## src/rtl/bale_pkg.sv

```systemverilog
// ----------------------------------------------------------------------------
// bale_pkg
// Shared codes, widths and control types for the bounded array list engine.
// ----------------------------------------------------------------------------
package bale_pkg;

   // Request operation codes
   localparam logic [2:0] OP_APPEND  = 3'd0;
   localparam logic [2:0] OP_PREPEND = 3'd1;
   localparam logic [2:0] OP_INSERT  = 3'd2;
   localparam logic [2:0] OP_READ    = 3'd3;
   localparam logic [2:0] OP_WRITE   = 3'd4;
   localparam logic [2:0] OP_SEARCH  = 3'd5;

   // Field widths
   localparam int OP_W    = 3;
   localparam int POS_W   = 7;
   localparam int DATA_W  = 32;
   localparam int MASK_W  = 64;
   localparam int COUNT_W = 8;

   // Reported search positions and read select tree shape
   localparam int MASK_TOTAL = 2 * MASK_W;
   localparam int GRP_SIZE   = 16;
   localparam int GRP_NUM    = MASK_TOTAL / GRP_SIZE;

   localparam int DEFAULT_CAPACITY = 128;

   // Controller to datapath commands
   typedef struct packed {
      logic load_req;
      logic exec;
      logic form;
   } bale_cmd_type;

endpackage

```

## src/rtl/bale_controller.sv

```systemverilog
// ----------------------------------------------------------------------------
// bale_controller
// Sequences each request through execute and result-forming steps and owns
// the handshakes on both channels.
// ----------------------------------------------------------------------------
module bale_controller (
   input  logic                  clock,
   input  logic                  reset,
   input  logic                  req_valid,
   output logic                  req_ready,
   output logic                  rsp_valid,
   input  logic                  rsp_ready,
   output bale_pkg::bale_cmd_type cmd
);

   localparam logic [1:0] ST_IDLE = 2'd0;
   localparam logic [1:0] ST_EXEC = 2'd1;
   localparam logic [1:0] ST_FORM = 2'd2;

   logic [1:0] state_ff;
   logic [1:0] state_in;
   logic       rsp_valid_ff;
   logic       rsp_valid_in;
   logic       out_free;

   // Output register can take a new word this cycle
   assign out_free  = !rsp_valid_ff || rsp_ready;

   // Take a new word when idle, or while the current one lands in the output
   assign req_ready = (state_ff == ST_IDLE) || ((state_ff == ST_FORM) && out_free);

   assign cmd.load_req = req_valid && req_ready;
   assign cmd.exec     = (state_ff == ST_EXEC);
   assign cmd.form     = (state_ff == ST_FORM) && out_free;

   // Advance the request sequence
   always_comb begin
      state_in = state_ff;
      case (state_ff)
         ST_IDLE: begin
            if (cmd.load_req) state_in = ST_EXEC;
         end
         ST_EXEC: begin
            state_in = ST_FORM;
         end
         ST_FORM: begin
            if (out_free) state_in = cmd.load_req ? ST_EXEC : ST_IDLE;
         end
         default: begin
            state_in = ST_IDLE;
         end
      endcase
   end

   // Hold the result word until it is taken
   always_comb begin
      if (cmd.form) rsp_valid_in = 1'b1;
      else if (rsp_ready) rsp_valid_in = 1'b0;
      else rsp_valid_in = rsp_valid_ff;
   end

   always_ff @(posedge clock) begin
      if (reset) begin
         state_ff     <= ST_IDLE;
         rsp_valid_ff <= 1'b0;
      end else begin
         state_ff     <= state_in;
         rsp_valid_ff <= rsp_valid_in;
      end
   end

   assign rsp_valid = rsp_valid_ff;

   a_accept_to_exec: assert property (@(posedge clock) disable iff (reset)
      cmd.load_req |=> (state_ff == ST_EXEC))
      else $error("accepted word did not enter execute");

   a_exec_to_form: assert property (@(posedge clock) disable iff (reset)
      (state_ff == ST_EXEC) |=> (state_ff == ST_FORM))
      else $error("execute not followed by result forming");

   a_form_sets_valid: assert property (@(posedge clock) disable iff (reset)
      cmd.form |=> rsp_valid_ff)
      else $error("formed result not presented");

   a_no_accept_in_exec: assert property (@(posedge clock) disable iff (reset)
      (state_ff == ST_EXEC) |-> !cmd.load_req)
      else $error("word accepted while another executes");

endmodule

```

## config.mk

```make
export PLATFORM = sky130hd
export DESIGN_NAME = bale_controller
export DESIGN_NICKNAME = d
export VERILOG_FILES = /design/src/rtl/bale_pkg.sv /design/src/rtl/bale_controller.sv
export SDC_FILE = /design/constraint.sdc
export NUM_CORES = 1
export LEC_CHECK = 0
export BUFFER_PORTS_ARGS = -buffer_cell sky130_fd_sc_hd__buf_2
export CORE_AREA = 4 4 41 43
export CTS_CLUSTER_SIZE = 20
export DETAILED_ROUTE_END_ITERATION = 12
export DIE_AREA = 0 0 45 47
export GPL_TIMING_DRIVEN = 0
export PLACE_DENSITY = 0.41
export SETUP_SLACK_MARGIN = 0.05
export SYNTH_ARGS = -nofsm -noshare
export SYNTH_HDL_FRONTEND = slang
export SYNTH_SLANG_ARGS = --single-unit
```

## constraint.sdc

```tcl
create_clock -name clock -period 1.07 [get_ports clock]
set_input_delay 0.2675 -clock clock [delete_from_list [all_inputs] [get_ports clock]]
set_output_delay 0.2675 -clock clock [all_outputs]
set_load 0.05 [all_outputs]
```

==> qor.yml <==
outcome:
  status: "finished, violations left"
  violations: "setup timing"
cts:
  numClockSinks: 3
  cts_tree: "built"
  htree_num_levels: 1
  cts_root_buf: "clkbuf_4"
  insertion_delay_ps: 230
  clock_path_buffers: 2
  clk_pin_slew_ps: 40
  cts_hold_buffers: 0
  cts_made_buffers: 3
synthesis:
  yosysWarnings: 0
  ys_types: 12
  muxShareOfSynthArea_pct: 0
  async_reset_ff_share_pct: 0
  netlist_top_cells_count: "dfxtp_1 (3), buf_4 (2), nand2b_1 (2)"
  syn-num-nets: 20
  synth.top_cell.area_share_pct: 36.6
  postSynthAreaPerCell_um2: 10.2
  synth_top_family_by_area: "simple AND/OR/NAND/NOR gates"
  synth_top_cell_by_area: "dfxtp_1"
  synth-seq-area-share_pct: 36.6
  synth_adder_area_share_pct: 0
  synthSimpleGateAreaFrac_pct: 45.0
  ys_top_cells_by_area: "dfxtp_1 (37%), buf_4 (9.2%), nor4b_2 (9.2%), and4bb_1 (7.6%), nand2b_1 (7.6%)"
  synth_xor_area_share_pct: 0
  synth_compound_area_share_pct: 9.16
  synth_edf_count: 0
  synth_cells: 16
  syn_area_um2: 164
  synthFlopType: "dfxtp_1"
  synth_most_common_cell: "dfxtp_1"
  ys_ff_latch: 3
sta:
  holdWs_ps: 255
  hold_violations: 0
  tightest_slew_ps: 201
  finalWorstSetupSlack_ps: -345
  rsz0062_at_grt: "yes"
  finalSetupViolCount: 5
  skew_ps: 0.255
  finalSetupTns_ps: -1110
  drv_slew: 0
  max_freq_ghz: 0.707
  slew_headroom_pct: 86.6
  period_share_pct: 132
  finalCriticalPeriod_ps: 1420
die:
  ios: 9
  die_x_um: 45
  start_util_pct: 12.6
  std_cell_rows: 13
  die_area_um2: 2120
  die_h_um: 47
  coreArea_um2: 1300
worst_setup_path:
  slowest_stage: "dfxtp_4"
  path_max_fanout: 3
  crit_chain: "and3b_2 -> nor3b_4 -> buf_6"
  cp-start-kind: "flop"
  worst-setup-path-type: "flop to output pin"
  cpPeakStageDelay_ps: 330
  end_kind: "output pin"
  crit_required_ps: 800
  cp.arrival_ps: 1150
pwr:
  power.density_nw_per_um2: 1140
  p_int_mw: 0.313
  seqPwrFrac_pct: 27.9
  p_sw_mw: 0.118
  p_comb_share_pct: 26.9
  p_clk_share_pct: 45.2
  switching_share_pct: 27.3
  irDropWorstVdd_uv: 612
  cellLeakagePower_nw: 0.183
finish:
  area_growth_pct: 130
  fillerInstances: 140
  drive_gt1_share_pct: 81.3
  multi_input_area_um2: 123
  seqCellArea_um2: 68.8
  nNetsFinal: 37
  n_antenna_cell: 0
  final_core_util_pct: 28.9
global_route:
  grt_usage_pct: 4.72
  grt_max_degree: 5
  use_met1_pct: 4.50
  grt_pass1_wl_um: 607
  top_usage_layer: "met4"
  antenna_found_initial: 0
  grt_overflow_total: 0
  use_met2_pct: 5.08
  grt_pass1_vias: 160
  gr-usage-met3_pct: 2.68
routing:
  drt-wirelength-per-cell_um: 9.43
  wirelength_um: 443
  drtPass1Iterations: 2
  viasPerCell: 3.60
  drt_iter0_drc: 3
  ant_nets: 0
  vias: 169
  drc: 0
place:
  numPortBuffers: 8
  gp_congestion: 0.658
hold_path:
  hp-class: "input port to flop"
job:
  maxCapViolCount: 0
per-layer routing:
metal  vias to the layer above  part of all wire (%)
li1                         87                     -
met1                        76                    39
met2                         6                    53
met3                         0                   8.1
met4                         0                     0
met5                         -                     0
registers in the layout (all words and copies together), names as in the netlist:
signal,count
rsp_valid,1
state_ff,2
layout by cell type (no fill, tap or decap), types with 2 or more instances in the layout:
cell type / synthesis / layout
buf_4: 2 / 5
buf_6: 0 / 2
buf_2: 0 / 3
dfxtp_4: 0 / 2
clkbuf_4: 0 / 3
buf_8: 0 / 3
logic make-up (layout without fill, tap and decap cells):
family                 count (synthesis)  after routing
AOI/OAI and AO/OA                      2              2
buffers and inverters                  2             18
DFF                                    3              3
and+or+nand+nor                        9              9
per-stage QoR:
| step | instances | instance area, µm² | power [mW] | worst slack [ps] |
|---|---|---|---|---|
| after CTS | 44 | 325 | 0.432 | -381 |
| after global placement | 39 | 243 | 0.201 | -251 |
| after global routing | 47 | 377 | 0.467 | -406 |
| after floorplan | 16 | 184 | 0.182 | -343 |
| final | 47 | 377 | 0.431 | -345 |
| after detailed placement | 39 | 243 | 0.202 | -259 |
power by group through the flow:
| stage | Sequential, mW | Combinational, mW | Clock [mW] |
|---|---|---|---|
| 2_1_floorplan | 0.128 | 0.0545 | 0 |
| 3_3_place_gp | 0.125 | 0.0765 | 0 |
| 3_5_place_dp | 0.125 | 0.0768 | 0 |
| 4_1_cts | 0.120 | 0.103 | 0.209 |
| 5_1_grt | 0.121 | 0.121 | 0.226 |
| 6_report | 0.120 | 0.116 | 0.195 |
worst paths after layout:
check	end	slack (ps)	cells past startpoint	start
worst max register to register	state_ff[0]$_SDFFE_PP0P_	50	3	rsp_valid$_SDFFE_PP0P_
worst min register to register	state_ff[0]$_SDFFE_PP0P_	540	2	state_ff[0]$_SDFFE_PP0P_
worst max-delay path	cmd[2]	-350	3	rsp_valid$_SDFFE_PP0P_
worst min-delay path	rsp_valid$_SDFFE_PP0P_	250	2	reset
worst max-delay path, delay by kind of cell, from the launching register on:
kind	cells	cell delay, ps
flip-flops	1	330
buffers and inverters	1	180
AND/OR/NAND/NOR	2	410
area by class of cell:
cell class | count | share of cell area (%)
multi-input combinational | 11 | 32.6
timing repair buffer | 13 | 35.2
tap | 15 | 4.98
buffer | 1 | 1.99
sequential | 3 | 18.3
clock buffer | 4 | 6.98
what timing repair did:
| action | CTS | global route |
|---|---|---|
| endpoints found under the setup margin | 5 | 5 |
| pin swaps | 3 | 1 |
| setup buffers | 2 | 3 |
| gates resized for setup | 12 | 7 |
Note: power is estimated with default switching activity, not from simulation.
